===== config.mk =====
export PLATFORM = sky130hd
export DESIGN_NAME = mldv_trig
export DESIGN_NICKNAME = d
export VERILOG_FILES = /design/src/rtl/assert_macros.svh /design/src/rtl/mldv_pkg.sv /design/src/rtl/mldv_mul.sv /design/src/rtl/mldv_trig.sv
export SDC_FILE = /design/constraint.sdc
export NUM_CORES = 2
export LEC_CHECK = 0
export ABC_AREA = 1
export BUFFER_PORTS_ARGS = -buffer_cell sky130_fd_sc_hd__buf_2
export CAP_MARGIN = 20
export CORE_UTILIZATION = 30
export CTS_BUF_LIST = sky130_fd_sc_hd__clkbuf_4 sky130_fd_sc_hd__clkbuf_8 sky130_fd_sc_hd__clkbuf_16
export CTS_CLUSTER_SIZE = 30
export DETAILED_ROUTE_END_ITERATION = 6
export GPL_ROUTABILITY_DRIVEN = 0
export HOLD_SLACK_MARGIN = 0.06
export PLACE_DENSITY = 0.55
export SETUP_SLACK_MARGIN = 0.02
export SLEW_MARGIN = 40
export SYNTH_ARGS = -nofsm -noshare
export SYNTH_HDL_FRONTEND = slang
export SYNTH_SLANG_ARGS = --single-unit

===== constraint.sdc =====
create_clock -name clk_i -period 10.17 [get_ports clk_i]
set_input_delay 3.051 -clock clk_i [delete_from_list [all_inputs] [get_ports clk_i]]
set_output_delay 3.051 -clock clk_i [all_outputs]
set_load 0.05 [all_outputs]

===== src/rtl/assert_macros.svh =====
// assertion macros shared by the rtl files
`ifndef ASSERT_MACROS_SVH
`define ASSERT_MACROS_SVH

// clocked property, checked outside reset
`define MLDV_ASSERT(lbl, prop, msg) \
  lbl: assert property (@(posedge clk_i) disable iff (!rst_ni) prop) else $error(msg);

// same-cycle implication
`define MLDV_ASSERT_IMP(lbl, ante, cons, msg) \
  `MLDV_ASSERT(lbl, (ante) |-> (cons), msg)

`endif


===== src/rtl/mldv_pkg.sv =====
// shared constants, tables and codes of the mouse look direction block
package mldv_pkg;

  localparam logic [24:0] DEG90   = 25'd5898240;
  localparam logic [24:0] DEG180  = 25'd11796480;
  localparam logic [24:0] DEG270  = 25'd17694720;
  localparam logic [24:0] DEG360  = 25'd23592960;
  localparam logic [31:0] RAD_Q30 = 32'd18740330;
  localparam logic [31:0] ONE_Q30 = 32'h4000_0000;

  localparam logic [19:0] SENS_RST = 20'd6554;
  localparam logic [22:0] PLIM_RST = 23'd5832704;
  localparam logic [24:0] YAW_RST  = 25'd17694720;

  // horner term k divides by (2k)(2k+1); done as a reciprocal multiply
  // q0 = (v * recip) >> shift, which is exact or one below
  localparam int unsigned HORNER_SHIFT [8] = '{0, 34, 36, 37, 38, 38, 39, 39};
  localparam logic [7:0]  HORNER_DIV   [8] = '{8'd1, 8'd6, 8'd20, 8'd42, 8'd72,
                                                8'd110, 8'd156, 8'd210};
  localparam logic [31:0] HORNER_RECIP [8] = '{
    32'd0,
    32'((64'd1 << 34) / 64'd6),
    32'((64'd1 << 36) / 64'd20),
    32'((64'd1 << 37) / 64'd42),
    32'((64'd1 << 38) / 64'd72),
    32'((64'd1 << 38) / 64'd110),
    32'((64'd1 << 39) / 64'd156),
    32'((64'd1 << 39) / 64'd210)
  };

  typedef enum logic [0:0] {
    REG_SENS = 1'b0,
    REG_PLIM = 1'b1
  } reg_idx_e;

endpackage


===== src/rtl/mldv_mul.sv =====
// shared 32x32 unsigned multiplier with registered product
module mldv_mul import mldv_pkg::*; (
  input  logic        clk_i,
  input  logic        en_i,
  input  logic [31:0] a_i,
  input  logic [31:0] b_i,
  output logic [63:0] p_o
);

  logic [63:0] p_q;

  always_ff @(posedge clk_i) begin
    if (en_i) begin
      p_q <= 64'(a_i) * 64'(b_i);
    end
  end

  assign p_o = p_q;

endmodule


===== src/rtl/mldv_trig.sv =====
// sequencer for four sines by taylor series and the three direction products
module mldv_trig import mldv_pkg::*; #(
  parameter int unsigned FRAC = 15
) (
  input  logic                 clk_i,
  input  logic                 rst_ni,
  input  logic                 start_i,
  input  logic [24:0]          yaw_i,
  input  logic [24:0]          pa_i,
  output logic                 done_o,
  output logic signed [FRAC:0] dir_x_o,
  output logic signed [FRAC:0] dir_y_o,
  output logic signed [FRAC:0] dir_z_o
);

  localparam int unsigned SH   = 60 - FRAC;
  localparam logic [63:0] HALF = 64'd1 << (SH - 1);
  localparam logic [63:0] LIM  = 64'd1 << FRAC;

  typedef enum logic [13:0] {
    T_IDLE = 14'b00000000000001,
    T_ANG  = 14'b00000000000010,
    T_QUAD = 14'b00000000000100,
    T_MX   = 14'b00000000001000,
    T_XQ   = 14'b00000000010000,
    T_MSQ  = 14'b00000000100000,
    T_X2Q  = 14'b00000001000000,
    T_MT   = 14'b00000010000000,
    T_MR   = 14'b00000100000000,
    T_TQ   = 14'b00001000000000,
    T_MS   = 14'b00010000000000,
    T_SQ   = 14'b00100000000000,
    T_MO   = 14'b01000000000000,
    T_RO   = 14'b10000000000000
  } tstate_e;

  tstate_e     st_q, st_d;
  logic [1:0]  ai_q, oj_q;
  logic [2:0]  k_q;
  logic        done_q;
  logic [24:0] yaw_q, pa_q, a_q;
  logic [22:0] r_q;
  logic        neg_q;
  logic [31:0] x_q, x2_q, t_q, v_q;
  logic [31:0] sy_q, cy_q, sp_q, cp_q;
  logic        sy_n_q, cy_n_q, sp_n_q, cp_n_q;
  logic signed [FRAC:0] dx_q, dy_q, dz_q;

  logic        mul_en;
  logic [31:0] op_a, op_b;
  logic [63:0] p;

  logic [25:0] ang_sum;
  logic [24:0] ang_red;
  logic [1:0]  quad;
  logic [24:0] q_lo, q_hi;
  logic [31:0] q0, qf;
  logic [39:0] qd, rem;
  logic [31:0] mag;
  logic        oneg;
  logic [63:0] rnd, sat;
  logic [FRAC:0] res;

  mldv_mul u_mul (
    .clk_i (clk_i),
    .en_i  (mul_en),
    .a_i   (op_a),
    .b_i   (op_b),
    .p_o   (p)
  );

  // operand selection for the shared multiplier
  always_comb begin
    mul_en = 1'b1;
    op_a   = '0;
    op_b   = '0;
    unique case (st_q)
      T_MX: begin
        op_a = 32'(r_q);
        op_b = RAD_Q30;
      end
      T_MSQ: begin
        op_a = x_q;
        op_b = x_q;
      end
      T_MT: begin
        op_a = x2_q;
        op_b = t_q;
      end
      T_MR: begin
        op_a = p[61:30];
        op_b = HORNER_RECIP[k_q];
      end
      T_MS: begin
        op_a = x_q;
        op_b = t_q;
      end
      T_MO: begin
        unique case (oj_q)
          2'd0:    begin op_a = cy_q; op_b = cp_q;    end
          2'd1:    begin op_a = sp_q; op_b = ONE_Q30; end
          default: begin op_a = sy_q; op_b = cp_q;    end
        endcase
      end
      default: mul_en = 1'b0;
    endcase
  end

  // angle reduction and quadrant split
  always_comb begin
    ang_sum = 26'(ai_q[1] ? pa_q : yaw_q) + (ai_q[0] ? 26'(DEG90) : 26'd0);
    ang_red = (ang_sum >= 26'(DEG360)) ? 25'(ang_sum - 26'(DEG360)) : ang_sum[24:0];
    if (a_q >= DEG270) begin
      quad = 2'd3; q_lo = DEG270; q_hi = DEG360;
    end else if (a_q >= DEG180) begin
      quad = 2'd2; q_lo = DEG180; q_hi = DEG270;
    end else if (a_q >= DEG90) begin
      quad = 2'd1; q_lo = DEG90;  q_hi = DEG180;
    end else begin
      quad = 2'd0; q_lo = '0;     q_hi = DEG90;
    end
  end

  // horner division by (2k)(2k+1) with one correction step
  always_comb begin
    q0  = 32'(p >> HORNER_SHIFT[k_q]);
    qd  = 40'(q0) * 40'(HORNER_DIV[k_q]);
    rem = 40'(v_q) - qd;
    qf  = (rem >= 40'(HORNER_DIV[k_q])) ? q0 + 32'd1 : q0;
  end

  // round half away from zero and saturate
  always_comb begin
    mag = p[61:30];
    unique case (oj_q)
      2'd0:    oneg = cy_n_q ^ cp_n_q;
      2'd1:    oneg = sp_n_q;
      default: oneg = sy_n_q ^ cp_n_q;
    endcase
    rnd = (p + HALF) >> SH;
    if (!oneg && rnd > LIM - 64'd1) begin
      sat = LIM - 64'd1;
    end else if (oneg && rnd > LIM) begin
      sat = LIM;
    end else begin
      sat = rnd;
    end
    res = (FRAC+1)'(oneg ? 64'd0 - sat : sat);
  end

  always_comb begin
    st_d = st_q;
    unique case (st_q)
      T_IDLE:  if (start_i) st_d = T_ANG;
      T_ANG:   st_d = T_QUAD;
      T_QUAD:  st_d = T_MX;
      T_MX:    st_d = T_XQ;
      T_XQ:    st_d = T_MSQ;
      T_MSQ:   st_d = T_X2Q;
      T_X2Q:   st_d = T_MT;
      T_MT:    st_d = T_MR;
      T_MR:    st_d = T_TQ;
      T_TQ:    st_d = (k_q == 3'd1) ? T_MS : T_MT;
      T_MS:    st_d = T_SQ;
      T_SQ:    st_d = (ai_q == 2'd3) ? T_MO : T_ANG;
      T_MO:    st_d = T_RO;
      T_RO:    st_d = (oj_q == 2'd2) ? T_IDLE : T_MO;
      default: st_d = T_IDLE;
    endcase
  end

  always_ff @(posedge clk_i or negedge rst_ni) begin
    if (!rst_ni) begin
      st_q   <= T_IDLE;
      ai_q   <= '0;
      oj_q   <= '0;
      k_q    <= '0;
      done_q <= 1'b0;
    end else begin
      st_q   <= st_d;
      done_q <= (st_q == T_RO) && (oj_q == 2'd2);
      if (st_q == T_IDLE) begin
        ai_q <= '0;
        oj_q <= '0;
      end
      if (st_q == T_SQ) ai_q <= ai_q + 2'd1;
      if (st_q == T_RO) oj_q <= oj_q + 2'd1;
      if (st_q == T_X2Q) k_q <= 3'd7;
      if (st_q == T_TQ) k_q <= k_q - 3'd1;
    end
  end

  always_ff @(posedge clk_i) begin
    unique case (st_q)
      T_IDLE: begin
        if (start_i) begin
          yaw_q <= yaw_i;
          pa_q  <= pa_i;
        end
      end
      T_ANG:  a_q <= ang_red;
      T_QUAD: begin
        r_q   <= 23'(quad[0] ? q_hi - a_q : a_q - q_lo);
        neg_q <= quad[1];
      end
      T_XQ:  x_q <= 32'((p + 64'd32768) >> 16);
      T_X2Q: begin
        x2_q <= p[61:30];
        t_q  <= ONE_Q30;
      end
      T_MR: v_q <= p[61:30];
      T_TQ: t_q <= ONE_Q30 - qf;
      T_SQ: begin
        unique case (ai_q)
          2'd0:    begin sy_q <= mag; sy_n_q <= neg_q; end
          2'd1:    begin cy_q <= mag; cy_n_q <= neg_q; end
          2'd2:    begin sp_q <= mag; sp_n_q <= neg_q; end
          default: begin cp_q <= mag; cp_n_q <= neg_q; end
        endcase
      end
      T_RO: begin
        unique case (oj_q)
          2'd0:    dx_q <= res;
          2'd1:    dy_q <= res;
          default: dz_q <= res;
        endcase
      end
      default: ;
    endcase
  end

  assign done_o  = done_q;
  assign dir_x_o = dx_q;
  assign dir_y_o = dy_q;
  assign dir_z_o = dz_q;

endmodule


Word-level counts from Yosys, hierarchy flattened
Memory sizes are Yosys's and may differ from the RTL's. Index checks and enable logic that the tools add are counted.

Flip-flop bits (word level): 493. Memory bits (read-only): 576. Output and inout port bits: 49. Memories kept: 3.

Memory list: (no name shown) (words 8, width 32, rd ports 1, clocked after Yosys merged registers in 0, wr ports 0, RTL line mldv_trig.sv:126) `q0 = 32'(p >> HORNER_SHIFT[k_q]);`; (no name shown) (words 8, width 32, rd ports 1, clocked after Yosys merged registers in 0, wr ports 0, RTL line mldv_trig.sv:92) `op_b = HORNER_RECIP[k_q];`; (no name shown) (words 8, width 8, rd ports 1, clocked after Yosys merged registers in 0, wr ports 0, RTL line mldv_trig.sv:129) `qf = (rem >= 40'(HORNER_DIV[k_q])) ? q0 + 32'd1 : q0;`.

Add/subtract/negate cells: 13. Multiply operators: 2. Magnitude comparators: 8. Eq/ne operators: 21. Shift-type cells: 1. Multiplexer cells: 40. Bitwise logic cells: 5. Reduce and logical (&&, ||, !) cells: 23.

Operator list (count): $pmux W32 S5 (2); $pmux W14 S14 (1); $mux W32 (6); $mux W23 (8); $pmux W32 S2 (2); $add A64 B45 Y64 const B (1); $mul A32 B32 Y64 (1); $shr A64 B32 Y32 (1); $mux W25 (2); $add A48 B16 Y48 const B (1); $mux W16 (3); $sub A23 B23 Y23 (2); $ge A40 B8 Y1 (1); $mul A32 B8 Y40 (1); $sub A32 B40 Y40 (1); $add A32 B1 Y32 const B (1); $sub A31 B32 Y32 const A (1); $add A25 B23 Y26 (1); $ge A26 B25 Y1 const B (1); $mux W13 (2); $ge A25 B23 Y1 const B (1); $ge A25 B24 Y1 const B (1); $ge A25 B25 Y1 const B (1); $sub A25 B25 Y25 const B (1); 42 further kinds (70).

Longest topological paths before layout
Depth after elaboration: 11. Gate-level depth with buffers: 54.

Hierarchy
A second synthesis with hierarchy kept.

Cell total of the unflattened synthesis: 9517. Area total of the unflattened synthesis: 73073.8 µm².

By module, submodules not included: mldv_mul (instances 1, cells an instance 5080, area each 38229.2 µm², sequential area each 1921.8 µm²); mldv_trig (instances 1, cells an instance 4437, area each 34844.7 µm², sequential area each 12773.5 µm²).

Worst setup path before layout
Ideal clock, no wire load.

Kind: reg-to-reg. From: reg st_q[12]. To: reg u_mul.p_q[47], in the netlist u_mul.p_o[47] (data pin). Arrival: 8.833 ns. Path slack: 1.072 ns. Cell stages (with the launch flop): 38. Buffers on the path: 3. Clock period less this slack: 9.098 ns. Cells stage by stage: dfrtp_1 > nor2_1 > nand3_1 > nor2_1 > nand2_1 > nor4_1 > clkbuf_1 > inv_1 > nand2_1 > clkbuf_1 > a21oi_1 > inv_1 > clkbuf_1 > nand2_1 > fa_1 > inv_1 > fa_1 > inv_1 > [2 not listed] > inv_1 > fa_1 > inv_1 > fa_1 > fa_1 > fa_1 > inv_1 > ha_1 > a21oi_1 > inv_1 > a31oi_1 > a21boi_0 > o21ai_0 > a21boi_0 > o21ai_0 > a21boi_0 > o21ai_0 > xor2_1.

Word-level cells in the longest chain between the ends: 4.

RTL lines: start, declared (RTL line mldv_trig.sv:37) `tstate_e st_q, st_d;`; start signal, assigned (RTL line mldv_trig.sv:180) `st_q <= st_d;`; $eq A14 B11 Y1, or another cell as far along (RTL line mldv_trig.sv:77) `unique case (st_q)`; $reduce_or A2 Y1 (no line); $pmux W32 S5 (RTL line mldv_trig.sv:77); $mul A32 B32 Y64 (*) (RTL line mldv_mul.sv:14) `p_q <= 64'(a_i) * 64'(b_i);`; end signal, assigned (RTL line mldv_mul.sv:14); end, declared (RTL line mldv_mul.sv:10) `logic [63:0] p_q;`.

Mark *: on every way between the ends. The rest lies on a longest branch, timed or not. A chain may end at the register's enable or synchronous reset.

Worst setup path in the final report
From: reg st_q[12]. To: reg u_mul.p_q[61], in the netlist u_mul.p_o[61] (data pin).

The elaborated chain is that of the path after synthesis.

==> flow_summary.json <==
{
  "outcome": "complete, no violations",
  "clock_power_share_pct": 20.8,
  "timing.final.hold_violations": 0,
  "worst_path_dominant_cell_family": "adder cells",
  "drc_errors": 0,
  "grt_pass1_vias": 58000,
  "drt_pass1_iterations": 6,
  "clock_insertion_delay_worst_skew_ns": 0.64,
  "unrepaired_setup_endpoints_after_global_routing": "false",
  "hp-class": "flop to flop",
  "proportion_of_synthesized_area_in_mux_cells_pct": 0.0163,
  "cts-htree-levels": 2,
  "p_sw_uw": 4010,
  "total_power_uw": 8850,
  "synthSimpleGateAreaFrac_pct": 20.4,
  "fmaxAchievable_mhz": 103,
  "grt_pass1_wl_um": 347000,
  "timing.critical_path.to_type": "flop",
  "synthesis.nets": 10000,
  "synth_cell_type_count": 68,
  "synth_area_um2": 69300,
  "first_iter_violations": 5184,
  "post_synth_most_frequent_cells": "2223 x sky130_fd_sc_hd__nand2_1, 2064 x sky130_fd_sc_hd__inv_1, 1109 x sky130_fd_sc_hd__fa_1",
  "clkTransAtPathRegs_ns": 0.07,
  "synth_area_per_cell_um2": 8.15,
  "buffer_ports.inserted": 101,
  "sw_share_pct": 45.3,
  "cpMostUsedCell": "sky130_fd_sc_hd__fa_1",
  "n_antenna_cell": 0,
  "ys_async_sr_fraction_pct": 4.46,
  "drive_above_1_share_pct": 7.61,
  "floorplan.die.height_um": 482,
  "cell_area_after_layout_um2": 76700,
  "final.setup_skew_ns": 0.0434,
  "vdd_ir_drop_max_v": 0.000139,
  "slew_viol_final": 0,
  "syn_to_final_growth_pct": 10.7,
  "critPathLaunchType": "flop",
  "synth_ff_type": "sky130_fd_sc_hd__edfxtp_1",
  "post_synthesis_compound_gate_area_fraction_pct": 4.12,
  "die_x_um": 482,
  "synth-warning-count": 0,
  "final_min_period_over_clock_period_pct": 95.8,
  "detail_route.wl_per_cell_um": 19.3,
  "largest_family_of_logic_cells_by_synthesized_area": "adder cells",
  "power.density_cell_area_nw_per_um2": 115,
  "synth_xor_xnor_area_share_pct": 2.05,
  "final_period_minus_worst_setup_slack_ns": 9.74,
  "synth_adder_area_share_pct": 38.8,
  "vias_per_cell": 4.87,
  "p_int_uw": 4840,
  "netlist_instances": 8502,
  "ant_nets": 0,
  "rows": 176,
  "critical_path_peak_fanout": 19,
  "clock_tree.root_cell": "sky130_fd_sc_hd__clkbuf_16",
  "post_layout_worst_setup_margin_ns": 0.427,
  "synth_largest_type_area_fraction_pct": 32.1,
  "via_count": 57000,
  "critical_path_class": "flop to flop",
  "cts_hold_buf": 0,
  "io-pin-count": 102,
  "ys_seq_area_share_pct": 21.2,
  "synth.largest_area_cell": "sky130_fd_sc_hd__fa_1",
  "seqPwrFrac_pct": 27.1,
  "clock_tree_buf_depth": 3,
  "share_comb_of_total_power_pct": 52.1,
  "synth-seq-cells": 493,
  "crit_path_top_delay_cell": "sky130_fd_sc_hd__fa_1",
  "global_route.overflow_total": 0,
  "non_filler_instance_count_after_layout": 11700,
  "placed_cells": 11600,
  "slowest_delay_ns": 0.53,
  "totalWireLength_um": 226000,
  "worst-path-buf-inv": 11,
  "tritoncts_num_sinks": 493,
  "core_area_um2": 230000,
  "starting_utilization_of_the_core_area_pct": 30.2,
  "grt_use_total_pct": 19.5,
  "cts-buffers-inserted": 49,
  "final_core_utilization_pct": 33.4,
  "place.detailed.hpwl_um": 187000,
  "placedInstanceArea_um2": 74900,
  "grt_max_degree": 66,
  "number_of_flops_mapped_to_enable_cells_by_yosys": 471,
  "critPathArrivalTime_ns": 10.12,
  "leakage_power_uw": 0.0373,
  "cts_tree": "yes",
  "most_repeated_cell_in_the_gate_level_netlist_after_synthesis": "sky130_fd_sc_hd__nand2_1",
  "design.die.area_um2": 233000,
  "antenna_violations_before_repair": 3,
  "setup_viol_count_final": 0,
  "maxCapViolations": 0,
  "worstPathRequired_ns": 10.55,
  "place_worst_setup_slack_ns": -0.0542,
  "timing.max_slew.rel_slack_pct": 43.7,
  "nets_final": 10200,
  "worst_pin_slew_ns": 0.842,
  "ys_top_cells_by_area": "sky130_fd_sc_hd__fa_1 32%, sky130_fd_sc_hd__edfxtp_1 20%, sky130_fd_sc_hd__nand2_1 12%, sky130_fd_sc_hd__inv_1 11%, sky130_fd_sc_hd__ha_1 6.7%"
}
[power by group through the flow]
| stage | registers (uW) | logic (uW) | clock network (uW) |
|---|---|---|---|
| detailed placement | 2440 | 4550 | 0 |
| global route | 2410 | 5240 | 1950 |
| CTS | 2400 | 4570 | 1870 |
| global placement | 2440 | 4480 | 0 |
| floorplan | 2430 | 3300 | 0 |
| finish | 2400 | 4610 | 1840 |
[stage by stage]
step	hold WS (ns)	TNS, ns
final	0.510	0
after global placement	0.493	-0.00173
after CTS	0.509	0
after global routing	0.547	0
after detailed placement	0.493	-0.0542
after floorplan	0.452	0
[placed cells by master, fill, tap and decap left out, drive strengths merged, types with 32 or more instances in the layout]
| master | count |
|---|---|
| clkbuf | 61 |
| xor2 | 118 |
| a21oi | 199 |
| nand4 | 66 |
| edfxtp | 471 |
| nand2 | 2258 |
| ha | 372 |
| xnor2 | 44 |
| a31oi | 33 |
| fa | 1109 |
| inv | 2114 |
| buf | 391 |
| o21ai | 124 |
| clkinv | 32 |
| nand3 | 450 |
| nor3 | 56 |
| nor2 | 577 |
[registers in the layout, indices dropped and copies added (netlist names), 32 cells and up]
register   flops
x2_q          32
sp_q          32
sy_q          32
v_q           32
cy_q          32
t_q           32
x_q           32
u_mul.p_o     64
cp_q          32
[timing repair]
item,CTS,global route
setup endpoints to repair,1,33
pin swaps,0,1
gates cloned,0,1
setup buffers,0,7
gates resized for setup,4,39
endpoints found under the hold margin,0,0
[layer usage]
| metal | vias up | track usage (%) | part of all wire (%) | routed length, um |
|---|---|---|---|---|
| li1 | 25700 | - | - | - |
| met1 | 28500 | 26.3 | 42 | 94500 |
| met2 | 2363 | 31.4 | 46 | 104000 |
| met3 | 423 | 2.73 | 7.8 | 17600 |
| met4 | 2 | 7.61 | 4.4 | 9840 |
| met5 | - | 0 | 0.0062 | 14 |
[area by class of cell]
type	count	area [um2]
inverter	2123	7990
tap	3026	3790
fill	24000	153000
sequential	493	14700
multi-input combinational	5577	45600
clock buffer	60	1320
timing repair buffer	392	3050
clock inverter	30	285
[cell families after synthesis]
family          count (synthesis)
simple gates                 3449
flops                         493
xor+xnor                      162
compound gates                484
mux                             1
buf+inv                      2432
fa+ha+maj                    1481
[path summary, 6_finish.rpt]
check	start	cells past startpoint	slack, ns	to
max	st_q[12]	36	0.43	u_mul.p_o[61]
min	yaw_q[8]	2	0.51	a_q[8]
max reg2reg	st_q[12]	36	0.43	u_mul.p_o[61]
min reg2reg	yaw_q[8]	2	0.51	a_q[8]
max in group asynchronous	rst_ni	1	7.19	st_q[9]
min in group asynchronous	rst_ni	1	2.47	k_q[0]
[tightest hold or removal path, stage by stage (launching register included)]
cell and delay (ns):
sky130_fd_sc_hd__edfxtp_1 0.32, sky130_fd_sc_hd__nand2_1 0.05, sky130_fd_sc_hd__nand2_1 0.05
No activity file was read; power rests on OpenSTA's default activity.
