===== config.mk =====
export PLATFORM = sky130hd
export DESIGN_NAME = mldv_wrap
export DESIGN_NICKNAME = d
export VERILOG_FILES = /design/src/rtl/assert_macros.svh /design/src/rtl/mldv_pkg.sv /design/src/rtl/mldv_wrap.sv
export SDC_FILE = /design/constraint.sdc
export NUM_CORES = 1
export LEC_CHECK = 0
export BUFFER_PORTS_ARGS = -buffer_cell sky130_fd_sc_hd__buf_2
export CAP_MARGIN = 20
export CORE_AREA = 2 2 90 135
export DETAILED_ROUTE_END_ITERATION = 8
export DIE_AREA = 0 0 92 137
export GPL_ROUTABILITY_DRIVEN = 0
export PLACE_DENSITY_LB_ADDON = 0.2
export SYNTH_ARGS = -nofsm -noshare
export SYNTH_HDL_FRONTEND = slang
export SYNTH_SLANG_ARGS = --single-unit

===== constraint.sdc =====
create_clock -name clk_i -period 10.2 [get_ports clk_i]
set_input_delay 0 -clock clk_i [delete_from_list [all_inputs] [get_ports clk_i]]
set_output_delay 0 -clock clk_i [all_outputs]
set_load 0.05 [all_outputs]

===== src/rtl/assert_macros.svh =====
// assertion macros shared by the rtl files
`ifndef ASSERT_MACROS_SVH
`define ASSERT_MACROS_SVH

// clocked property, checked outside reset
`define MLDV_ASSERT(lbl, prop, msg) \
  lbl: assert property (@(posedge clk_i) disable iff (!rst_ni) prop) else $error(msg);

// same-cycle implication
`define MLDV_ASSERT_IMP(lbl, ante, cons, msg) \
  `MLDV_ASSERT(lbl, (ante) |-> (cons), msg)

`endif


===== src/rtl/mldv_pkg.sv =====
// shared constants, tables and codes of the mouse look direction block
package mldv_pkg;

  localparam logic [24:0] DEG90   = 25'd5898240;
  localparam logic [24:0] DEG180  = 25'd11796480;
  localparam logic [24:0] DEG270  = 25'd17694720;
  localparam logic [24:0] DEG360  = 25'd23592960;
  localparam logic [31:0] RAD_Q30 = 32'd18740330;
  localparam logic [31:0] ONE_Q30 = 32'h4000_0000;

  localparam logic [19:0] SENS_RST = 20'd6554;
  localparam logic [22:0] PLIM_RST = 23'd5832704;
  localparam logic [24:0] YAW_RST  = 25'd17694720;

  // horner term k divides by (2k)(2k+1); done as a reciprocal multiply
  // q0 = (v * recip) >> shift, which is exact or one below
  localparam int unsigned HORNER_SHIFT [8] = '{0, 34, 36, 37, 38, 38, 39, 39};
  localparam logic [7:0]  HORNER_DIV   [8] = '{8'd1, 8'd6, 8'd20, 8'd42, 8'd72,
                                                8'd110, 8'd156, 8'd210};
  localparam logic [31:0] HORNER_RECIP [8] = '{
    32'd0,
    32'((64'd1 << 34) / 64'd6),
    32'((64'd1 << 36) / 64'd20),
    32'((64'd1 << 37) / 64'd42),
    32'((64'd1 << 38) / 64'd72),
    32'((64'd1 << 38) / 64'd110),
    32'((64'd1 << 39) / 64'd156),
    32'((64'd1 << 39) / 64'd210)
  };

  typedef enum logic [0:0] {
    REG_SENS = 1'b0,
    REG_PLIM = 1'b1
  } reg_idx_e;

endpackage


===== src/rtl/mldv_wrap.sv =====
// reduction of a signed angle sum into 0 .. 360 degrees through the registers mag_q, fold_q and res_q
module mldv_wrap import mldv_pkg::*; #(
  parameter int unsigned SW = 38
) (
  input  logic                 clk_i,
  input  logic                 rst_ni,
  input  logic                 start_i,
  input  logic signed [SW-1:0] val_i,
  output logic                 done_o,
  output logic [24:0]          res_o
);

  // 360 degrees is 45 * 2^19: the low 19 bits pass through and the part
  // above them is reduced mod 45 by adding 12-bit chunks (2^12 is 1 mod 45)
  localparam int unsigned HW  = SW - 19;
  localparam int unsigned NCH = (HW + 11) / 12;
  // floor(s / 45) = (s * 5826) >> 18 for s below 10000
  localparam logic [12:0] RECIP45 = 13'd5826;
  localparam logic [12:0] DIV45   = 13'd45;

  logic [SW-1:0]     mag_q;
  logic              neg_q;
  logic [15:0]       fold_q;
  logic              s1_q, s2_q, done_q;
  logic [24:0]       res_q;
  logic [NCH*12-1:0] hi;
  logic [15:0]       fold;
  logic [12:0]       fsum;
  logic [24:0]       qp;
  logic [6:0]        quo;
  logic [5:0]        r45;
  logic [24:0]       rem_lo;

  always_comb begin
    hi   = (NCH*12)'(mag_q[SW-1:19]);
    fold = '0;
    for (int i = 0; i < NCH; i++) begin
      fold = fold + 16'(hi[i*12 +: 12]);
    end
  end

  assign fsum   = 13'(fold_q[11:0]) + 13'(fold_q[15:12]);
  assign qp     = 25'(fsum) * 25'(RECIP45);
  assign quo    = qp[24:18];
  assign r45    = 6'(fsum - 13'(quo) * DIV45);
  assign rem_lo = {r45, mag_q[18:0]};

  always_ff @(posedge clk_i or negedge rst_ni) begin
    if (!rst_ni) begin
      s1_q   <= 1'b0;
      s2_q   <= 1'b0;
      done_q <= 1'b0;
    end else begin
      s1_q   <= start_i;
      s2_q   <= s1_q;
      done_q <= s2_q;
    end
  end

  always_ff @(posedge clk_i) begin
    if (start_i) begin
      mag_q <= val_i[SW-1] ? SW'(-val_i) : SW'(val_i);
      neg_q <= val_i[SW-1];
    end
    if (s1_q) fold_q <= fold;
    if (s2_q) res_q <= (neg_q && rem_lo != '0) ? DEG360 - rem_lo : rem_lo;
  end

  assign res_o  = res_q;
  assign done_o = done_q;

endmodule


# Yosys cells after proc, flatten, opt, wreduce, memory -nomap -nowiden
# Index checks and enable logic that the tools add are counted.
[classes] n_mul=2 n_reduce_logical=2 add_sub_neg=5 n_mux=2
[op_table] op="38-bit negation" n=1
[op_table] op="37-bit 2-to-1 mux" n=1
[op_table] op="25-bit 2-to-1 mux" n=1
[op_table] op="25-bit nonzero test" n=1
[op_table] op="25-bit subtractor (first input constant)" n=1
[op_table] op="13-bit by 12-bit multiplier with 24-bit output (second input constant)" n=1
[op_table] op="12-bit by 4-bit adder with 13-bit output" n=1
[op_table] op="12-bit by 7-bit adder with 13-bit output" n=1
[op_table] op="7-bit by 6-bit multiplier with 6-bit output (second input constant)" n=1
[op_table] op="6-bit subtractor" n=1
[op_table] op="1-bit logical AND" n=1
[totals] word_cells=19 output_inout_bits=26 reg_bits=83 in_bits=41

# Depth between registers and ports, before layout
# Gate-level depths: netlist of run 1.
[logic_depth] ltp_word=7 depth_mapped=35 mapped_depth_nobuf=34

# Worst setup path after synthesis of run 1
# Ideal clock, no wire load.
[synth_timing] kind="reg-to-reg" startpoint="register fold_q[0]" endpoint="register res_q[1] (netlist: res_o[1]) (data pin)" path_slack_ns=1.165 t_required_ns=9.940 path_buffers=1 stages_incl_launch_ff=35 arrival_time_ns=8.775 period_less_slack_ns=9.035 setup_ns=0.260 cell_sequence="edfxtp_1 ha_1 ha_1 nand3_1 xor2_1 inv_1 ha_1 inv_1 fa_1 inv_1 fa_1 fa_1 inv_1 fa_1 inv_1 ha_1 a21o_1 a21oi_1 o21ai_0 or2_2 a21oi_1 o21bai_1 xor2_1 ha_1 ha_1 fa_1 xnor2_1 ha_1 a21oi_1 xnor3_1 xor2_1 and3_1 clkbuf_1 o31ai_2 mux2_2"
[synth_via] elab_chain_len=7
[synth_lines] element="start, declared" line_no="mldv_wrap.sv:23" text="logic [15:0] fold_q;"
[synth_lines] element="start signal, assigned" line_no="mldv_wrap.sv:65" text="if (s1_q) fold_q <= fold;"
[synth_lines] element="12-bit by 4-bit adder with 13-bit output *" line_no="mldv_wrap.sv:42" text="assign fsum = 13'(fold_q[11:0]) + 13'(fold_q[15:12]);"
[synth_lines] element="13-bit by 12-bit multiplier with 24-bit output" line_no="mldv_wrap.sv:43" text="assign qp = 25'(fsum) * 25'(RECIP45);"
[synth_lines] element="7-bit by 6-bit multiplier with 6-bit output" line_no="mldv_wrap.sv:45" text="assign r45 = 6'(fsum - 13'(quo) * DIV45);"
[synth_lines] element="6-bit subtractor *" line_no="mldv_wrap.sv:45"
[synth_lines] element="25-bit nonzero test *" line_no="mldv_wrap.sv:66" text="if (s2_q) res_q <= (neg_q && rem_lo != '0) ? DEG360 - rem_lo : rem_lo;"
[synth_lines] element="1-bit logical AND *" line_no="mldv_wrap.sv:66"
[synth_lines] element="25-bit 2-to-1 mux *" line_no="mldv_wrap.sv:66"
[synth_lines] element="end signal, assigned" line_no="mldv_wrap.sv:66"
[synth_lines] element="end, declared" line_no="mldv_wrap.sv:25" text="logic [24:0] res_q;"
# Mark *: on every way between the ends. The rest lies on a longest branch, timed or not.
# A chain may end at the register's enable or synchronous reset.

# Worst setup path after layout of run 1
# Ends and elaborated chain as after synthesis.

==> flow_results.org, run 1 <==
** Run status
- The flow ran to the end, and the final reports show no timing, DRC or antenna violations.

** Setup path
- The worst setup path is captured at a flop.
- The worst setup path is of the reg2reg kind.
- In this run the critical register-to-register path is captured at res_o[1]$_DFFE_PP_.
- Length in cells of the worst reg-to-reg path :: 35
- Following the worst setup path forward leads to its endpoint at res_o[1]$_DFFE_PP_.
- Required time of the worst setup path :: slightly above 10 ns
- Dominant cell type by count on the critical path :: sky130_fd_sc_hd__ha_1
- Kind of launch point of the worst setup path :: flop
- Worst r2r src :: fold_q[0]$_DFFE_PP_
- Standard cell with the maximum stage delay on the critical path :: sky130_fd_sc_hd__fa_1
- Delay contributed by the slowest stage of the critical path :: approximately 0.55 ns
- The setup check on the worst reg-to-reg path leaves a slack of around 0.85 ns.
- Worst path arrival time :: roughly 9.4 ns
- Of all nets on the critical path, the largest fanout is 6.
- Beginning of the critical path :: fold_q[0]$_DFFE_PP_

** Cells and area
- Once layout is complete, the utilization of the core stands at just under 70%.
- Sequential Area :: approximately 2400 sq um
- The number of antenna diodes in the final layout is 0.
- At the end of the flow, the number of nets in the layout was 901.
- Number of filler cells placed in the layout :: 863
- The multi-input combinational cells in the finished layout cover a total of 4040 sq um.
- Non-filler cells, final :: between 800 and 900
- Area added between synthesis and finish :: 15.89%
- Layout cells sized above 1 :: between 10% and 20%

** Yosys
- Counting every instance in the synthesized netlist gives about 640.
- Total number of yosys warnings :: 0
- Counting flops with an async set or reset pin after synthesis yields a share of around 3.8%.
- In this run the biggest area consumer among cell types represents between 30% and 40% of the synthesized area.
- Of the total synthesized cell area, the portion taken by full adders, half adders and majority gates is about a quarter.
- By area the synthesized netlist is led by sky130_fd_sc_hd__edfxtp_1 (34%), sky130_fd_sc_hd__ha_1 (15%), sky130_fd_sc_hd__fa_1 (11%).
- Post-synthesis compound-gate area fraction :: approximately a tenth
- sky130_fd_sc_hd__inv_1 is the most common cell in the netlist.
- Share of the synthesized netlist area taken by xor and xnor gates :: a little under an eighth
- The cell area that synthesis handed to floorplanning was around 6800 sq um.
- The commonest cells after synthesis are sky130_fd_sc_hd__inv_1 (98), sky130_fd_sc_hd__ha_1 (83), sky130_fd_sc_hd__edfxtp_1 (77), sky130_fd_sc_hd__xnor2_1 (68), sky130_fd_sc_hd__nand2_1 (39).
- Yosys mapped the design onto 53 distinct sky130hd cell types.
- Sequential share of the synthesized area :: between 30% and 40%
- The synthesized design contains 77 enable-type register cells.
- Main synth FF type :: sky130_fd_sc_hd__edfxtp_1
- Mux cell area share after synthesis :: less than 1%
- Per-instance average area after synthesis :: between 10 and 15 sq um
- Area fraction in and, or, nand and nor cells after synthesis :: between 10% and 20%
- Net count after synthesis :: slightly below 800
- Main combinational cell family by area after synthesis :: adder cells
- Cell type with the largest total area after synthesis :: sky130_fd_sc_hd__edfxtp_1
- Number of synthesized register bits :: 80

** Hold path
- Class of the worst hold path :: in2reg
- The startpoint identified for the worst hold timing path is val_i[7].

** CTS
- The H-tree was split into 3 levels.
- Clock sinks :: 80
- CTS tree :: done
- Number of hold-repair buffers added at the cts stage :: 29
- The root buffer cell chosen for the clock tree is sky130_fd_sc_hd__clkbuf_16.
- Clock slew seen by the registers of the worst setup and hold paths :: ~0.050 ns
- CTS resizes :: 0
- Setup repair bufs after CTS :: 0
- Number of buffers added by the clock tree synthesis step :: 9
- Insertion delay to the later sink of the worst-skew pair :: 0.33 ns
- The clock passes through at most 2 buffers.

** Timing
- Fin crit share :: around nine tenths
- Maximum clock frequency :: ~0.11 GHz
- Final worst path period need :: 9.352 ns
- Final setup fails :: 0
- Sum of negative setup slack :: 0 ns
- Actual transition at the worst max-transition pin :: ~1.0 ns
- The worst pin sits at a relative slew slack of between 30% and 40%.
- Clock skew on the completed layout was measured at slightly above 0.008 ns.
- The total count of hold-check failures in the final report is 0.
- The count of final max-slew check failures was 0.
- Setup repair after global routing left no endpoint under its margin.

** Floorplanning
- 67 I/O pins were placed.
- For this configuration, the core starts out at a cell density of between 50% and 60%.
- The die covers 12600 sq um.
- Placeable core area :: roughly 11000 sq um
- Die extent in x :: roughly 92 um
- Die Span Y :: roughly 140 um
- Num rows :: 48

** GRT
- The number of antenna violations at the first check in global routing was 0.
- The first global-routing pass estimated around 22000 um of wire.
- For this run the aggregate overflow at the end of global routing stands at 0.
- Global routing used a little under a quarter of the available tracks across all layers.
- Vias in the first global route :: 5148
- Entering global routing, the biggest net connects slightly above 40 pins.

** Placement
- Counting tap cells, the placed design contains a total of 850 instances.
- Sum of net half-perimeters after detailed placement :: about 11000 um
- Port buffering added between 60 and 70 buffers.

** Detailed routing
- Vias per cell :: 5.442
- In this run, the number of DRC markers left after iteration 0 of detailed routing was between 150 and 200.
- For this block, the routed nets add up to between 10000 and 15000 um of wire.
- Vias :: between 4000 and 5000
- In the routed design, unresolved DRC markers number 0.
- Detailed-router iteration count before antenna repair :: 4
- Antenna Nets Post-Route :: 0
- Post-detailed-route wirelength per cell :: approximately 15 um

** Run
- Count of max-cap constraint violations :: 0
==> through the flow <==
step / worst slack (ns) / area [sq um] / hold WS (ns)
after floorplan: 1.165 / 6825 / -0.2956
final: 0.8485 / 7910 / 0.01959
after global placement: 1.176 / 7366 / -0.1957
after global routing: 0.4198 / 7910 / 0.03297
after CTS: 0.8892 / 7910 / 0.0006241
after detailed placement: 0.8757 / 7366 / -0.1964
==> worst max-delay path: cells and delay by family (launching register included) <==
family / cells / cell delay (ns)
and+or+nand+nor: 3 / 0.74
xor gates and xnor gates: 5 / 1.06
DFF: 1 / 0.36
muxes: 1 / 0.34
buffers and inverters: 7 / 0.67
adders and majority gates: 12 / 4.69
AOI/OAI and AO/OA: 7 / 1.23
==> cell families (layout without fill, tap and decap cells) <==
kind of cell / count (synthesis) / count (layout)
AOI/OAI and AO/OA: 100 / 100
xor gates and xnor gates: 88 / 88
adders and majority gates: 120 / 120
buffers and inverters: 106 / 216
DFF: 80 / 80
muxes: 6 / 6
and+or+nand+nor: 135 / 135
==> state kept, by name (all words and copies together) (netlist names) <==
name and flops:
s2_q 1, s1_q 1, fold_q 13, neg_q 1, mag_q 38, res_o 25, done_o 1
==> final cells by class <==
type	instances	share of cell area (%)
flip-flops and latches	80	30.18
well taps	150	2.373
clock inverters	3	0.1740
clock buffers	13	3.037
multi-input cells	449	51.08
inverters	98	4.650
repair buffers	102	8.510
==> how the worst min path moves through the flow <==
stage                     cells after the start  slack [ns]                 end
after global routing                          2        0.03  mag_q[6]$_DFFE_PP_
final                                         2        0.02  mag_q[7]$_DFFE_PP_
after global placement                        1       -0.20    done_o$_DFF_PN0_
after CTS                                     2      0.0006  mag_q[7]$_DFFE_PP_
after detailed placement                      1       -0.20    done_o$_DFF_PN0_
after floorplan                               0       -0.30    done_o$_DFF_PN0_
==> placed cells by master, fill, tap and decap left out, drive strengths merged, types with 3 or more instances in the layout <==
cell type,instances
nand2b,8
o31ai,19
o21bai,3
fa,37
xor2,19
buf,73
nand2,39
nor2,21
o311ai,4
clkbuf,13
or3,10
mux2i,3
a21oi,15
o21ai,34
edfxtp,77
nor4,4
dfrtp,3
ha,83
nor2b,4
o41ai,6
nor3,9
nand3,9
a21o,6
or2,7
and3,4
xnor2,68
o21a,3
dlygate4sd3,29
inv,98
or4,5
clkinv,3
and4,3
mux2,3
nand4,6
==> per-layer routing <==
| metal | routed length, um | vias to the layer above | part of all wire (%) | GRT usage, % |
|---|---|---|---|---|
| met3 | 344 | 31 | 2.5 | 2.974 |
| met4 | 442 | 0 | 3.2 | 10.70 |
| met1 | 5040 | 2311 | 37 | 22.23 |
| met5 | 0 | - | 0 | 0 |
| li1 | - | 2419 | - | - |
| met2 | 7889 | 110 | 58 | 46.00 |
Power of run 1 is not shown: default switching activity piles up to over one toggle a cycle in this logic, so the estimate is an artifact.
==> run 2, diff against run 1 <==
--- a/config.mk
+++ b/config.mk
@@ -7,10 +7,11 @@
 export LEC_CHECK = 0
 export BUFFER_PORTS_ARGS = -buffer_cell sky130_fd_sc_hd__buf_2
 export CAP_MARGIN = 20
-export CORE_AREA = 2 2 90 135
+export CORE_AREA = 2 2 109 111
 export DETAILED_ROUTE_END_ITERATION = 8
-export DIE_AREA = 0 0 92 137
+export DIE_AREA = 0 0 111 113
 export GPL_ROUTABILITY_DRIVEN = 0
+export MAX_ROUTING_LAYER = met4
 export PLACE_DENSITY_LB_ADDON = 0.2
 export SYNTH_ARGS = -nofsm -noshare
 export SYNTH_HDL_FRONTEND = slang
==> flow_results.org, run 2 (synthesized netlist as in run 1, its figures left out) <==
** Timing
- Setup violations remaining at the end of the flow were counted as 0.
- Counting I/O delays and the setup requirement, the final critical path takes just over 9 ns.
- Dividing the final minimum period by the clock period gives between 90% and 100%.
- Worst rel slew slack :: 46.50%
- Setup repair after global routing missed its margin :: false
- The total count of hold-check failures in the final report is 0.
- The count of final max-slew check failures is 0.
- For the final routed database, the setup TNS stands at 0 ns.
- Clock Skews :: 0.008347 ns
- For the pin with the worst max-slew slack, the measured transition is approximately 0.8 ns.
- For this run, the top clock speed supported by timing is between 0.1 and 0.15 GHz.

** Detailed routing
- Drt initial violations :: about 320
- The detail route stage leaves a number of antenna-violating nets equal to 0.
- After detailed routing, the number of remaining DRC violations is 0.
- Post-detailed-route wirelength per cell :: 15.14 um
- Summed over all layers, the routed wires come to around 13000 um.
- Using the TritonRoute via totals, the vias-per-cell ratio works out to approximately 5.5.
- The routed layout has around 4900 vias.
- Detailed-router iteration count before antenna repair :: 5

** Setup path
- Worst path arrival time :: slightly above 9 ns
- Worst r2r src :: fold_q[0]$_DFFE_PP_
- The setup check on the worst reg-to-reg path leaves a slack of 0.99 ns.
- Category of the critical setup timing path :: reg2reg
- Dominant cell type by count on the critical path :: sky130_fd_sc_hd__ha_1
- CP Capture Point :: res_o[1]$_DFFE_PP_
- In this run the worst setup path begins at fold_q[0]$_DFFE_PP_.
- The largest individual stage delay along the critical path comes from the cell sky130_fd_sc_hd__fa_1.
- Data on the critical path is required at its endpoint by 10.28 ns.
- Along the worst path, the maximum fanout reaches 6.
- STA classifies the critical path startpoint as a flop.
- The worst setup path is captured at a flop.
- The largest single stage delay on the critical path is about 0.54 ns.
- Length in cells of the worst reg-to-reg path :: 35
- The worst register-to-register path ends at res_o[1]$_DFFE_PP_.

** GRT
- Across every metal layer, demand over resource in global routing totals a little under a quarter.
- Vias in the first global route :: 4924
- The total overflow left after global routing is 0.
- The first global-routing pass estimated 22510 um of wire.
- The number of antenna violations at the first check in global routing was 0.
- Entering global routing, the biggest net connects 41 pins.

** CTS
- Maximum buffer depth of the clock tree :: 2
- Buffers inserted during clock tree synthesis total 9.
- The clock tree synthesis step divided the H-tree into 3 levels.
- Setup repair bufs after CTS :: 0
- CTS tree :: done
- Clock slew seen by the registers of the worst setup and hold paths :: 0.06 ns
- In this run the clock root is driven by a sky130_fd_sc_hd__clkbuf_16.
- Insertion delay to the later sink of the worst-skew pair :: approximately 0.33 ns
- The clock net in this run drives a total of 80 sinks.

** Cells and area
- For this run, the post-layout net count is roughly 900.
- Register containing the most flip-flops in the final layout :: mag_q
- Antenna fix cells :: 0
- The register with the most flip-flops in the layout has 38 of them.
- In the final layout, the share of cells above drive strength 1 is 14.73%.
- In the layout the commonest cells are sky130_fd_sc_hd__inv_1 (98), sky130_fd_sc_hd__ha_1 (83), sky130_fd_sc_hd__edfxtp_1 (77).
- Most frequent standard cell in the layout excluding fill and tap cells :: sky130_fd_sc_hd__inv_1
- Relative to the synthesized area, the layout overhead comes to 15.44%.

** Floorplanning
- Starting utilization of the core area :: between 60% and 70%
- From left edge to right edge, the die measures 111 um.
- The die covers 12540 sq um.
- Die Span Y :: approximately 110 um
- Row generation in the floorplan step produced 39 rows.
- During I/O placement, the number of pins put on the boundary was 67.
- Placeable core area :: 11270 sq um

** Placement
- Once detailed placement completed, the half-perimeter wirelength came to 10750 um.
- Port buffer count :: 66

** Run
- The tool flagged a number of max-cap violations equal to 0.

** Run status
- The flow ran to the end, and the final reports show no timing, DRC or antenna violations.

** Hold path
- The path class of the tightest hold or removal check is in2reg.
## run 2: cell types whose count changed in the layout (fill, tap and decap cells not counted)
cell                            previous run  this run
sky130_fd_sc_hd__dlygate4sd3_1            29        23
sky130_fd_sc_hd__clkbuf_1                  4         0
sky130_fd_sc_hd__clkinv_1                  1         4
sky130_fd_sc_hd__clkinv_2                  2         0
sky130_fd_sc_hd__clkinvlp_4                0         2
sky130_fd_sc_hd__buf_16                    0         1
sky130_fd_sc_hd__clkinv_4                  0         1
## run 2: cell type report
type / instances / area (sq um)
fill: 811 / 3393
clock buffer: 9 / 225.2
sequential: 80 / 2387
multi-input combinational: 449 / 4040
clock inverter: 7 / 38.79
inverter: 98 / 367.9
tap: 143 / 178.9
timing repair buffer: 97 / 640.6
## run 2: worst min-delay path by stage
stage,start,endpoint,slack [ns],depth (start not counted)
6_report,val_i[18],mag_q[18]$_DFFE_PP_,0.006,2
5_1_grt,val_i[27],mag_q[27]$_DFFE_PP_,0.01,2
4_1_cts,val_i[27],mag_q[27]$_DFFE_PP_,0.003,2
3_5_place_dp,rst_ni,done_o$_DFF_PN0_,-0.19,1
3_3_place_gp,rst_ni,done_o$_DFF_PN0_,-0.19,1
2_1_floorplan,rst_ni,done_o$_DFF_PN0_,-0.30,0
## run 2: worst max-delay path, delay by kind of cell, from the launching register on
kind | cells | cell delay, ns
mux | 1 | 0.33
buf+inv | 7 | 0.64
xor+xnor | 5 | 1.02
compound gates | 7 | 1.19
flops | 1 | 0.36
simple gates | 3 | 0.72
fa+ha+maj | 12 | 4.68
## run 2: through the flow
| step | setup WS (ns) | util [%] | cell area (sq um) | hold slack (ns) | instances |
|---|---|---|---|---|---|
| floorplan | 1.165 | - | 6825 | -0.2956 | 635 |
| finish | 0.9918 | 69.90 | 7879 | 0.006016 | 883 |
| detailed placement | 1.022 | 65.27 | 7357 | -0.1924 | 843 |
| CTS | 1.010 | 69.65 | 7851 | 0.002898 | 882 |
| global route | 0.4841 | 69.90 | 7879 | 0.01472 | 883 |
| global placement | 1.205 | 65.27 | 7357 | -0.1944 | 843 |
## run 2: repair_timing
action                                 CTS  global route
gates resized for setup                  0             0
hold buffers                            23             0
endpoints found under the hold margin   25             0
## run 2: metal layers
layer | vias to the layer above | global-route usage (%) | routed length, um
met1 | 2300 | 26.98 | 5771
li1 | 2415 | - | -
met2 | 140 | 40.70 | 6827
met5 | - | - | 0
met4 | 0 | 7.750 | 291
met3 | 23 | 3.535 | 481
Power of run 2 is left out for the same reason.
==> run 3, diff against run 2 <==
--- a/config.mk
+++ b/config.mk
@@ -5,11 +5,12 @@
 export SDC_FILE = /design/constraint.sdc
 export NUM_CORES = 1
 export LEC_CHECK = 0
+export ABC_AREA = 1
 export BUFFER_PORTS_ARGS = -buffer_cell sky130_fd_sc_hd__buf_2
 export CAP_MARGIN = 20
-export CORE_AREA = 2 2 109 111
+export CORE_AREA = 2 2 114 116
 export DETAILED_ROUTE_END_ITERATION = 8
-export DIE_AREA = 0 0 111 113
+export DIE_AREA = 0 0 116 118
 export GPL_ROUTABILITY_DRIVEN = 0
 export MAX_ROUTING_LAYER = met4
 export PLACE_DENSITY_LB_ADDON = 0.2
==> flow_results.org, run 3 <==
** Run status
- Outcome :: finished clean

** Yosys
- Yosys mapped the design onto 41 distinct sky130hd cell types.
- The most used flip-flop cell after synthesis is sky130_fd_sc_hd__edfxtp_1.
- Area fraction in and, or, nand and nor cells after synthesis :: 21.94%
- Cell type with the largest total area after synthesis :: sky130_fd_sc_hd__edfxtp_1
- For this run, asynchronously set or reset flops after synthesis account for around 3.8%.
- Biggest area contributors in the synthesized netlist :: sky130_fd_sc_hd__edfxtp_1 (30%), sky130_fd_sc_hd__ha_1 (14%), sky130_fd_sc_hd__fa_1 (9.7%)
- Share of synthesized cell area in full adder, half adder and majority cells :: between 20% and 30%
- The cell area that synthesis handed to floorplanning was 7601 sq um.
- Post-synth top area share :: about 30%
- By area, the combinational part of the netlist is dominated by adder cells.
- Synthesis produced a netlist with a net count of between 1000 and 1500.
- The synthesized design contains 77 enable-type register cells.
- Most frequent cell after synthesis :: sky130_fd_sc_hd__nand2_1
- In the synthesized netlist, the number of instances is 888.
- After synthesis, the share of cell area in mux cells is 0%.
- The synthesized netlist devotes under 10% of its cell area to compound gates.
- For this run, the number of Yosys warnings is 0.
- Sequential share of the synthesized area :: between 30% and 40%
- Number of synthesized register bits :: 80
- Most used standard cells in the synthesized netlist :: sky130_fd_sc_hd__nand2_1 (178), sky130_fd_sc_hd__inv_1 (167), sky130_fd_sc_hd__ha_1 (83), sky130_fd_sc_hd__edfxtp_1 (77), sky130_fd_sc_hd__nor2_1 (67)
- A synthesized cell averages 8.560 sq um.
- Share of the synthesized netlist area taken by xor and xnor gates :: about a tenth

** Detailed routing
- Antenna Nets Post-Route :: 0
- In the routed design, unresolved DRC markers number 0.
- Drt initial violations :: about 270
- Using the TritonRoute via totals, the vias-per-cell ratio works out to just over 5.
- After detailed routing, the total wire length is 14980 um.
- The routed layout has 5830 vias.
- For this run, the detailed router's first-pass iteration total came to 5.
- Post-detailed-route wirelength per cell :: about 13 um

** Cells and area
- Commonest cells after routing, fill and taps aside :: sky130_fd_sc_hd__nand2_1 (178), sky130_fd_sc_hd__inv_1 (167), sky130_fd_sc_hd__ha_1 (83)
- Number of flip-flops in the largest register :: 38
- Ranked by flip-flop count, first place goes to mag_q.
- Layout cells sized above 1 :: 12.09%
- Most frequent standard cell in the layout excluding fill and tap cells :: sky130_fd_sc_hd__nand2_1
- The filler cells instantiated in the layout total ~1100.
- Layout net count :: between 1000 and 1500
- Antenna fix cells :: 0
- Area added between synthesis and finish :: 11.90%

** Placement
- Sum of net half-perimeters after detailed placement :: roughly 12000 um
- Port buffer count :: 66

** Setup path
- Dominant cell type by count on the critical path :: sky130_fd_sc_hd__nand2_1
- Register-to-register path setup slack :: between 1.5 and 2 ns
- Category of the critical setup timing path :: reg2reg
- For this design, the slowest cell found on the critical path is sky130_fd_sc_hd__nor4_1.
- Endpoint class of the critical path :: flop
- The number of cells on the worst reg-to-reg path is roughly 40.
- Maximum fanout count along the critical path :: 22
- In this design, the stage delay of the slowest critical-path cell is between 0.7 and 0.8 ns.
- Kind of launch point of the worst setup path :: flop
- Data on the critical path arrives at its endpoint at around 8.7 ns.
- STA puts the critical path data required time at 10.30 ns.

** Floorplanning
- The die covers about 14000 sq um.
- Placeable core area :: about 12000 sq um
- The initialized floorplan defines 41 standard-cell rows.
- From left edge to right edge, the die measures 116 um.
- 67 I/O pins were placed.
- Die Span Y :: between 100 and 150 um
- The initial utilization of the core area, before any placement, comes to between 60% and 70%.

** GRT
- The number of antenna violations at the first check in global routing came to 0.
- Global routing used under 10% of the available met3 tracks.
- Met2 track utilization from global routing :: 40.31%
- Entering global routing, the biggest net connects about 40 pins.
- Overflow left after global routing :: 0
- In the global route stage, met1 resource usage came out at between 20% and 30%.
- Overall global routing resource usage :: between 20% and 30%
- Vias in the first global route :: around 5700
- First-pass GRT wire length :: between 20000 and 30000 um
- met2 is the most crowded layer.

** CTS
- No sink is reached through more buffers than the 2 on the longest clock path.
- H-tree depth reported by CTS :: 3
- Clock sinks :: 80
- TritonCTS built the clock tree.
- Buffers inserted during clock tree synthesis total 9.
- Clock slew seen by the registers of the worst setup and hold paths :: approximately 0.060 ns
- Cell at the root of the clock tree :: sky130_fd_sc_hd__clkbuf_16
- Clock latency on the worst-skew pair, taken at its later pin, is around 0.34 ns.

** Timing
- The count of final max-slew check failures is 0.
- Counting I/O delays and the setup requirement, the final critical path takes 8.604 ns.
- Fin crit share :: between 80% and 90%
- For the pin with the worst max-slew slack, the measured transition is approximately 1 ns.
- Setup violations remaining at the end of the flow were counted as 0.
- Derived from the worst setup path, the maximum achievable clock frequency is roughly 0.12 GHz.
- Clock Skews :: about 0.0089 ns
- Final Hold Viols :: 0
- Worst rel slew slack :: between 30% and 40%
- Setup repair after global routing left no endpoint under its margin.
- In the final timing run, aggregate negative setup slack is 0 ns.

** Hold path
- In this run the worst hold path is classified as in2reg.
- Counting instances, the worst hold path has a depth of 2.

** Run
- Count of max-cap constraint violations :: 0
-- run 3: cell families after synthesis --
logic type	Yosys count
AO/OA/AOI/OAI	56
XOR/XNOR	84
adder cells (fa/ha/maj)	120
buffers and inverters	182
flip-flops	80
AND/OR/NAND/NOR	366
-- run 3: stage by stage --
stage,cells,worst slack [ns],hold WS [ns],utilization [%],instance area (sq um)
after floorplan,888,2.458,-0.2956,-,7601
after global placement,1114,1.740,-0.1913,65.09,8080
after detailed placement,1114,1.597,-0.1917,65.09,8080
after CTS,1139,1.597,0.0005103,68.39,8491
after global routing,1140,0.8900,0.007939,68.51,8506
final,1140,1.596,0.004870,68.51,8506
-- run 3: final cells by class --
type / count / area (sq um) / area share (%)
clock buffers: 10 / 229.0 / 2.692
clock inverters: 6 / 91.34 / 1.074
inverters: 169 / 634.4 / 7.458
multi-input cells: 626 / 4506 / 52.97
flip-flops and latches: 80 / 2387 / 28.07
well taps: 172 / 215.2 / 2.530
repair buffers: 77 / 442.9 / 5.207
-- run 3: routing by layer --
layer	share of wire [%]	up-vias	wire length [um]
met3	4.2	20	632
met1	45	2668	6666
met5	0	-	0
met4	1.9	0	280
li1	-	2996	-
met2	49	146	7398
-- run 3: worst max-delay path: cells and delay by family (launching register included) --
family	cells	cell delay, ns
adder cells (fa/ha/maj)	12	4.32
AND/OR/NAND/NOR	21	3.16
flip-flops	1	0.32
buffers and inverters	5	0.25
XOR/XNOR	1	0.16
AO/OA/AOI/OAI	2	0.13
-- run 3: final timing paths --
path / start / to
min in group asynchronous: rst_ni / s2_q$_DFF_PN0_
max in group asynchronous: rst_ni / s1_q$_DFF_PN0_
setup / recovery: fold_q[0]$_DFFE_PP_ / res_o[6]$_DFFE_PP_
hold / removal: val_i[16] / mag_q[16]$_DFFE_PP_
setup reg to reg: fold_q[0]$_DFFE_PP_ / res_o[6]$_DFFE_PP_
hold reg to reg: mag_q[0]$_DFFE_PP_ / res_o[0]$_DFFE_PP_
-- run 3: timing repair --
item                      in CTS  in global routing
hold buffers                   9                  0
hold endpoints to repair      10                  0
setup buffers                  0                  0
resized for setup              0                  0
Power of run 3 is left out for the same reason.
